$ cat config.mk
export PLATFORM = sky130hd
export DESIGN_NAME = xid_window_widen_and_stripe_classify_core
export DESIGN_NICKNAME = d
export VERILOG_FILES = /design/src/hdl/xwsc_pkg.sv /design/src/hdl/xwsc_widen.sv /design/src/hdl/xwsc_classify.sv /design/src/hdl/xid_window_widen_and_stripe_classify_core.sv
export SDC_FILE = /design/constraint.sdc
export NUM_CORES = 1
export LEC_CHECK = 0
export BUFFER_PORTS_ARGS = -buffer_cell sky130_fd_sc_hd__clkbuf_2
export CAP_MARGIN = 10
export CORE_ASPECT_RATIO = 2
export CORE_MARGIN = 8
export CORE_UTILIZATION = 54
export CTS_CLUSTER_DIAMETER = 200
export DETAILED_ROUTE_END_ITERATION = 6
export PLACE_DENSITY = 0.78
export SLEW_MARGIN = 5
export SYNTH_ARGS = -nofsm -noshare
export SYNTH_HDL_FRONTEND = slang
export SYNTH_SLANG_ARGS = --single-unit
$ cat constraint.sdc
create_clock -name clk -period 9.68 [get_ports clk]
set_input_delay 1.936 -clock clk [delete_from_list [all_inputs] [get_ports clk]]
set_output_delay 1.936 -clock clk [all_outputs]
set_load 0.1 [all_outputs]
$ cat src/hdl/xwsc_pkg.sv
// ----------------------------------------------------------------------------
// xwsc_pkg
// Shared constants and types for the id widening and stripe classifier.
// ----------------------------------------------------------------------------
package xwsc_pkg;

  localparam int STRIDE   = 16;
  localparam int SLOT_W   = $clog2(STRIDE);
  localparam int CMP_W    = (SLOT_W > 4) ? SLOT_W : 4;

  localparam int XID_W    = 32;
  localparam int FULL_W   = 64;
  localparam int OWN_W    = 4;
  localparam int IN_W     = XID_W + FULL_W;
  localparam int OUT_W    = FULL_W + 8;
  localparam int CIDX_W   = 2;

  localparam logic [CIDX_W-1:0] REG_STRIPE_ACTIVE = 2'd0;
  localparam logic [CIDX_W-1:0] REG_OWN_SLOT      = 2'd1;
  localparam logic [CIDX_W-1:0] REG_FLOOR_ID      = 2'd2;

  typedef struct packed {
    logic              stripe_active;
    logic [OWN_W-1:0]  own_slot;
    logic [FULL_W-1:0] floor_id;
  } cfg_t;

  typedef struct packed {
    logic              foreign_class_cheap;
    logic              provably_foreign;
    logic              is_mine;
    logic [3:0]        origin_slot;
    logic              origin_valid;
    logic [FULL_W-1:0] widened_full;
  } result_t;

endpackage

$ cat src/hdl/xwsc_widen.sv
// ----------------------------------------------------------------------------
// xwsc_widen
// Widens a 32-bit id to 64 bits in a -2^31..+2^31-1 window around next.
// ----------------------------------------------------------------------------
module xwsc_widen (
  input  logic [xwsc_pkg::XID_W-1:0]  raw_xid,
  input  logic [xwsc_pkg::FULL_W-1:0] centre_id,
  output logic [xwsc_pkg::FULL_W-1:0] widened_full
);

  logic [31:0] d;
  logic        ahead;
  logic [63:0] sum;
  logic [32:0] back;
  logic [64:0] diff;
  logic        special;

  assign special = (raw_xid < 32'd3) || (centre_id == 64'd0);
  assign d       = raw_xid - centre_id[31:0];
  assign ahead   = ~d[31];
  assign sum     = centre_id + {32'd0, d};
  assign back    = 33'h1_0000_0000 - {1'b0, d};
  assign diff    = {1'b0, centre_id} - {32'd0, back};

  always_comb begin
    priority if (special) begin
      widened_full = '0;
    end else if (ahead) begin
      widened_full = sum;
    end else if (diff[64]) begin
      widened_full = '0;
    end else begin
      widened_full = diff[63:0];
    end
  end

endmodule

$ cat src/hdl/xwsc_classify.sv
// ----------------------------------------------------------------------------
// xwsc_classify
// Origin slot and ownership flags for a widened id.
// ----------------------------------------------------------------------------
module xwsc_classify (
  input  xwsc_pkg::cfg_t              cfg,
  input  logic [xwsc_pkg::XID_W-1:0]  raw_xid,
  input  logic [xwsc_pkg::FULL_W-1:0] widened_full,
  output xwsc_pkg::result_t           res
);

  logic                       act;
  logic                       normal;
  logic                       ovalid;
  logic                       cheap;
  logic [xwsc_pkg::CMP_W-1:0] own_ext;
  logic [xwsc_pkg::CMP_W-1:0] slot_ext;
  logic [xwsc_pkg::CMP_W-1:0] cls_ext;

  assign own_ext  = xwsc_pkg::CMP_W'(cfg.own_slot);
  assign slot_ext = xwsc_pkg::CMP_W'(widened_full[xwsc_pkg::SLOT_W-1:0]);
  assign cls_ext  = xwsc_pkg::CMP_W'(raw_xid[xwsc_pkg::SLOT_W-1:0]);

  assign act    = cfg.stripe_active && (cfg.floor_id != '0) &&
                  (32'(cfg.own_slot) < xwsc_pkg::STRIDE);
  assign normal = raw_xid >= 32'd3;
  assign ovalid = act && (widened_full != '0) && (widened_full >= cfg.floor_id);
  assign cheap  = act && normal && (cls_ext != own_ext);

  always_comb begin
    res.widened_full        = widened_full;
    res.origin_valid        = ovalid;
    res.origin_slot         = ovalid ? (widened_full[3:0] & 4'(xwsc_pkg::STRIDE - 1)) : 4'd0;
    res.is_mine             = ovalid && (slot_ext == own_ext);
    res.provably_foreign    = cheap && ovalid;
    res.foreign_class_cheap = cheap;
  end

endmodule

$ cat src/hdl/xid_window_widen_and_stripe_classify_core.sv
// ----------------------------------------------------------------------------
// xid_window_widen_and_stripe_classify_core
// Transaction id widening and stripe classification, one result per id.
//
// s_tdata carries a 32-bit id and the 64-bit next id; m_tdata returns the
// widened id with its origin slot and ownership flags. Configuration is
// written through cfg_valid/cfg_index/cfg_data, always ready. The user
// must write it only while the stream is idle; the block does not check.
// Each transfer is captured in an input register and its result is then
// registered in an output register that drives m_tvalid. A 32-bit and a
// 33-bit subtract, a 64-bit add and subtract and the floor compare sit
// between the two registers, so one id is taken every cycle while m_tready
// stays high. Reset clears both valid flags and the configuration registers.
// When m_tready is low the output register holds; the input register
// still fills, and s_tready drops only once both registers are occupied.
// ----------------------------------------------------------------------------
module xid_window_widen_and_stripe_classify_core (
  input  logic                            clk,
  input  logic                            rst,
  input  logic                            s_tvalid,
  output logic                            s_tready,
  input  logic [xwsc_pkg::IN_W-1:0]       s_tdata,   // raw_xid[31:0], centre_id[95:32]
  output logic                            m_tvalid,
  input  logic                            m_tready,
  output logic [xwsc_pkg::OUT_W-1:0]      m_tdata,   // widened_full[63:0], origin_valid[64],
                                                     // origin_slot[68:65], is_mine[69],
                                                     // provably_foreign[70],
                                                     // foreign_class_cheap[71]
  input  logic                            cfg_valid,
  output logic                            cfg_ready,
  input  logic [xwsc_pkg::CIDX_W-1:0]     cfg_index,
  input  logic [xwsc_pkg::FULL_W-1:0]     cfg_data
);

  xwsc_pkg::cfg_t               cfg;
  logic                         in_valid;
  logic [xwsc_pkg::XID_W-1:0]   in_xid;
  logic [xwsc_pkg::FULL_W-1:0]  in_next;
  logic [xwsc_pkg::FULL_W-1:0]  widened;
  xwsc_pkg::result_t            res_next;
  xwsc_pkg::result_t            res;
  logic                         out_valid;
  logic                         out_adv;
  logic                         in_adv;

  assign cfg_ready = 1'b1;

  always_ff @(posedge clk) begin
    if (rst) begin
      cfg <= '0;
    end else if (cfg_valid) begin
      unique case (cfg_index)
        xwsc_pkg::REG_STRIPE_ACTIVE: cfg.stripe_active <= cfg_data[0];
        xwsc_pkg::REG_OWN_SLOT:      cfg.own_slot      <= cfg_data[xwsc_pkg::OWN_W-1:0];
        xwsc_pkg::REG_FLOOR_ID:      cfg.floor_id      <= cfg_data;
        default: ;
      endcase
    end
  end

  assign out_adv  = !out_valid || m_tready;
  assign in_adv   = !in_valid || out_adv;
  assign s_tready = in_adv;

  always_ff @(posedge clk) begin
    if (rst) begin
      in_valid <= 1'b0;
    end else if (in_adv) begin
      in_valid <= s_tvalid;
    end
  end

  always_ff @(posedge clk) begin
    if (in_adv && s_tvalid) begin
      in_xid  <= s_tdata[xwsc_pkg::XID_W-1:0];
      in_next <= s_tdata[xwsc_pkg::IN_W-1:xwsc_pkg::XID_W];
    end
  end

  xwsc_widen u_widen (
    .raw_xid      (in_xid),
    .centre_id    (in_next),
    .widened_full (widened)
  );

  xwsc_classify u_classify (
    .cfg          (cfg),
    .raw_xid      (in_xid),
    .widened_full (widened),
    .res          (res_next)
  );

  always_ff @(posedge clk) begin
    if (rst) begin
      out_valid <= 1'b0;
    end else if (out_adv) begin
      out_valid <= in_valid;
    end
  end

  always_ff @(posedge clk) begin
    if (out_adv && in_valid) begin
      res <= res_next;
    end
  end

  assign m_tvalid = out_valid;
  assign m_tdata  = {res.foreign_class_cheap, res.provably_foreign, res.is_mine,
                     res.origin_slot, res.origin_valid, res.widened_full};

  // checks
  a_mine_needs_origin: assert property (@(posedge clk) disable iff (rst)
    m_tvalid && m_tdata[69] |-> m_tdata[64])
    else $error("is_mine without origin_valid");

  a_foreign_subset: assert property (@(posedge clk) disable iff (rst)
    m_tvalid && m_tdata[70] |-> m_tdata[71] && m_tdata[64])
    else $error("provably_foreign without cheap class or origin");

  a_slot_zero: assert property (@(posedge clk) disable iff (rst)
    m_tvalid && !m_tdata[64] |-> m_tdata[68:65] == 4'd0)
    else $error("origin_slot set without origin_valid");

  a_origin_nonzero: assert property (@(posedge clk) disable iff (rst)
    m_tvalid && m_tdata[64] |-> m_tdata[63:0] != 64'd0)
    else $error("origin_valid on a failed widening");

endmodule

# Word-level counts from Yosys, hierarchy flattened
# Cells that the tools add are included.
[totals]
reg_bits = 239
in_bits = 167
out_inout_bits = 75
elab_cells = 48
[classes]
n_addsub = 4
n_lt_le_gt_ge = 3
n_eq_ne = 4
n_mux = 3
n_reduce_logical = 21
[op_table]
columns = ["op", "n"]
rows = [
  ["2-to-1 mux 64 bit", 3],
  ["nonzero test 64 bit", 2],
  ["subtractor 64 x 33 -> 65 bit", 1],
  ["adder 64 x 32 -> 64 bit", 1],
  [">= comparator 64 bit", 1],
  ["logical NOT 64 bit", 1],
  ["subtractor 33 x 32 -> 33 bit (first input constant)", 1],
  [">= comparator 32 x 2 -> 1 bit (second input constant)", 1],
  ["< comparator 32 x 2 -> 1 bit (second input constant)", 1],
  ["subtractor 32 bit", 1],
  ["logical AND 1 bit", 9],
  ["AND reduction 2 bit", 3],
  ["equality test 4 bit", 1],
  ["inequality test 4 bit", 1],
  ["logical OR 1 bit", 3],
  ["equality test 2 x 1 -> 1 bit (second input constant)", 1],
  ["equality test 2 bit (second input constant)", 1],
  ["logical NOT 1 bit", 2],
  ["logical NOT 2 bit", 1],
]

# Depth between registers and ports, before layout
[depth]
word_depth = 10
depth_mapped = 43
depth_no_buf = 38

# Modules after synthesis
# A second synthesis with hierarchy kept.
[unflattened]
cells_unflattened = 2139
hier_area_um2 = 19177.1
[by_module_without_submodules]
columns = ["mod", "n_inst", "cells_each", "area_per_inst_um2", "seq_area_each_um2"]
rows = [
  ["xwsc_widen", 1, 1306, 8379.3, 0.0],
  ["xid_window_widen_and_stripe_classify_core", 1, 476, 8206.6, 6466.2],
  ["xwsc_classify", 1, 357, 2591.2, 0.0],
]

# Worst setup path before layout
# OpenSTA, ideal clock, no wires.
[synth_timing]
path_kind = "flip-flop to flip-flop"
startpoint = "register in_xid[0] (netlist name)"
endpoint = "register res, in the netlist m_tdata[69] (data pin)"
setup_ns = 0.263
arrival_ns = 8.975
required_time_ns = 9.417
setup_slack_ns = 0.442
stages_incl_launch_ff = 42
path_buffers = 4
period_less_slack_ns = 9.238
cell_sequence = "edfxtp_1 -> inv_1 -> ha_1 -> inv_1 -> fa_1 -> a21o_1 -> a21o_1 -> a21oi_2 -> a21oi_1 -> a311o_1 -> a221oi_1 -> or3b_1 -> or4_1 -> or3b_1 -> or3_1 -> xnor2_1 -> ha_1 -> clkbuf_1 -> [6 not listed] -> clkbuf_1 -> clkbuf_1 -> a22oi_1 -> nor2_1 -> ha_1 -> a21o_1 -> a21o_1 -> a21o_1 -> a21o_1 -> a21oi_1 -> o21ai_0 -> a2111oi_0 -> a21o_1 -> nand3_1 -> a41oi_1 -> or2_2 -> buf_1 -> nor3b_1"
[synth_rtl]
columns = ["item", "line_no", "text"]
rows = [
  ["start, declared", "xid_window_widen_and_stripe_classify_core.sv:37", "logic [xwsc_pkg::XID_W-1:0] in_xid;"],
  ["start signal, assigned", "xid_window_widen_and_stripe_classify_core.sv:75", "in_xid <= s_tdata[xwsc_pkg::XID_W-1:0];"],
  ["end signal, assigned", "xid_window_widen_and_stripe_classify_core.sv:103", "res <= res_next;"],
  ["end, declared", "xid_window_widen_and_stripe_classify_core.sv:41", "xwsc_pkg::result_t res;"],
]

==> results.json <==
{
  "outcome": "finished, final reports clean",
  "synthesis.area_mm2": 0.0191,
  "syn_nets": 2608,
  "fmax_mhz": 108,
  "nets": 2880,
  "critical_path_required_ns": 10.07,
  "worst_setup_path_end_kind": "flop",
  "grt_max_degree": 73,
  "slew_headroom_pct": 13.5,
  "antenna_found_initial": 0,
  "die_h_um": 282,
  "regToRegEndpoint": "m_tdata[69]$_DFFE_PP_",
  "overflow": 0,
  "worstMarginPinSlew_ns": 1.29,
  "finalPower_w": 0.00451,
  "synth_seq_cells": 239,
  "netlist_top_cells_area": "edfxtp_1, ha_1, dfxtp_1",
  "portBuffers": 240,
  "reg2reg_depth": 33,
  "hold_violations": 0,
  "fin_crit_sh_pct": 95.5,
  "skew_ns": 0.0252,
  "initial_core_util_pct": 54.6,
  "yosysWarnings": 0,
  "yosysTopAreaCellShare_pct": 26.5,
  "worstReg2RegStart": "in_next[0]$_DFFE_PP_",
  "antenna_left": 0,
  "cts_sinks": 239,
  "yosysUniqueCellTypes": 91,
  "power_density_mw_per_mm2": 203,
  "synthCells": 2278,
  "core_mm2": 0.0350,
  "place_area_mm2": 0.0213,
  "maxCapViolCount": 0,
  "viasPerCell": 6.56,
  "area.sequential_mm2": 0.00647,
  "drive_gt1_share_pct": 17.3,
  "avgSynthCellArea_um2": 8.37,
  "drtIter0Drc": 1337,
  "htreeDepth": 1,
  "fin_crit_ns": 9.25,
  "pin_count": 242,
  "grt_pass1_wl_mm": 121,
  "die_area_mm2": 0.0419,
  "setup_viol": 0,
  "detail_route.wl_per_cell_um": 27.6,
  "num_vias": 19700,
  "min_path_cells": 2,
  "clockBufferDepth": 3,
  "cpPeakStageDelay_ns": 0.52,
  "synth_common_cells": "nand2_1, a21oi_1, edfxtp_1, nor2_1, ha_1",
  "path_class": "reg -> reg",
  "cp_slowest_cell": "xnor2_1",
  "post-place-ws_ns": -0.0766,
  "rsz0062_at_grt": "false",
  "gp_congestion": 1.12,
  "routed_wl_mm": 83.1,
  "min_from": "cfg[22]$_SDFFE_PP0P_",
  "design_area_mm2": 0.0222,
  "min_to": "cfg[22]$_SDFFE_PP0P_",
  "cts_buffers": 22,
  "drt-pass1-iter-count": 6,
  "hold_path_class": "reg -> reg",
  "seq_area_frac_synth_pct": 33.9,
  "rrSetupSlack_ns": 0.43,
  "cp_data_arrival_time_ns": 9.64,
  "n_antenna_cell": 0,
  "cts_tree": "built",
  "fin_ws_ns": 0.433,
  "grt_usage_pct": 38.7,
  "grt_pass1_vias": 20400,
  "synth_edf_count": 168,
  "clock_latency_ns": 0.56,
  "std_cell_rows": 97,
  "cts_root_buf": "clkbuf_16",
  "path_clk_slew_ns": 0.07,
  "place.detailed.hpwl_mm": 67.2,
  "drc": 0,
  "area_growth_pct": 16.3,
  "ir_drop_v": 0.000203,
  "fillers": 3034,
  "critPathLaunchType": "flop",
  "synth.most_common_cell": "nand2_1",
  "leakage_nw": 8.85,
  "finalMaxSlewViolations": 0,
  "crit_fanout": 6,
  "die_w_um": 149,
  "multi_input_area_mm2": 0.0117,
  "yosys.area.top_type": "edfxtp_1",
  "synthArstFlopShare_pct": 0,
  "ys.flop_type": "edfxtp_1"
}
cell usage in the layout, fill, tap and decap left out, types with 60 or more instances in the layout:
master    count
a21oi_1     202
nor2_1      160
o21ai_0      92
nand4_1      60
nor3_1       64
clkbuf_2    240
buf_4       122
xnor2_1      73
inv_1       143
ha_1        159
nand2_1     276
nor4_1       64
edfxtp_1    168
dfxtp_1      71
worst max-delay path by stage:
stage                         start                    end  slack (ns)
6_report       in_next[0]$_DFFE_PP_  m_tdata[69]$_DFFE_PP_        0.43
2_1_floorplan   in_xid[0]$_DFFE_PP_  m_tdata[69]$_DFFE_PP_        0.44
3_5_place_dp    in_xid[1]$_DFFE_PP_  m_tdata[69]$_DFFE_PP_       -0.08
5_1_grt        in_next[0]$_DFFE_PP_  m_tdata[69]$_DFFE_PP_        0.04
4_1_cts         in_xid[0]$_DFFE_PP_  m_tdata[69]$_DFFE_PP_        0.07
3_3_place_gp    in_xid[1]$_DFFE_PP_  m_tdata[69]$_DFFE_PP_        0.20
timing repair:
item	4_1_cts	5_1_grt
resized for setup	1	22
setup buffers	1	0
pin swaps	0	7
setup endpoints to repair	7	7
hold buffers	0	0
metal layers:
metal	track usage [%]	share of wire [%]
met1	34.0	31
met2	71.8	52
met3	7.01	6.3
met4	37.2	11
met5	0	0
critical path: cells and delay by family, from the launching register on:
family,cells,cell delay [ns]
adder cells (fa/ha/maj),4,1.31
AO/OA/AOI/OAI,5,0.82
XOR/XNOR,3,1.00
buffers and inverters,4,0.60
AND/OR/NAND/NOR,17,4.90
flip-flops,1,0.43
flip-flops by register name, summed over array words and instances (netlist names):
signal    count
cfg          69
m_tdata      72
m_tvalid      1
in_xid       32
in_next      64
in_valid      1
cell type report:
cell class | instances | area share [%]
Multi-Input combinational cell | 1778 | 53.0
Sequential cell | 239 | 29.2
Timing Repair Buffer | 365 | 9.72
Clock buffer | 29 | 2.69
Tap cell | 445 | 2.51
Inverter | 144 | 2.44
Clock inverter | 11 | 0.514
power breakdown:
| part | internal, W | switching (W) |
|---|---|---|
| logic | 0.000788 | 0.00158 |
| clock network | 0.000488 | 0.000390 |
| registers | 0.00119 | 0.0000669 |
cells by family after synthesis:
group | share of synthesized area (%)
adders and majority gates | 10.8
buffers and inverters | 5.24
other | 0.0197
and+or+nand+nor | 22.8
muxes | 0.584
DFF | 33.9
AOI/OAI and AO/OA | 20.9
xor gates and xnor gates | 5.70
per-stage QoR:
stage / instances / util [%] / TNS, ns / hold WS, ns
finish: 3011 / 63.4 / 0 / 0.476
global route: 3011 / 63.4 / 0 / 0.498
CTS: 3010 / 63.1 / 0 / 0.475
detailed placement: 2969 / 61.0 / -0.379 / 0.465
global placement: 2969 / 61.0 / 0 / 0.462
floorplan: 2278 / - / 0 / 0.449
Power figures use the tool's default switching activity.
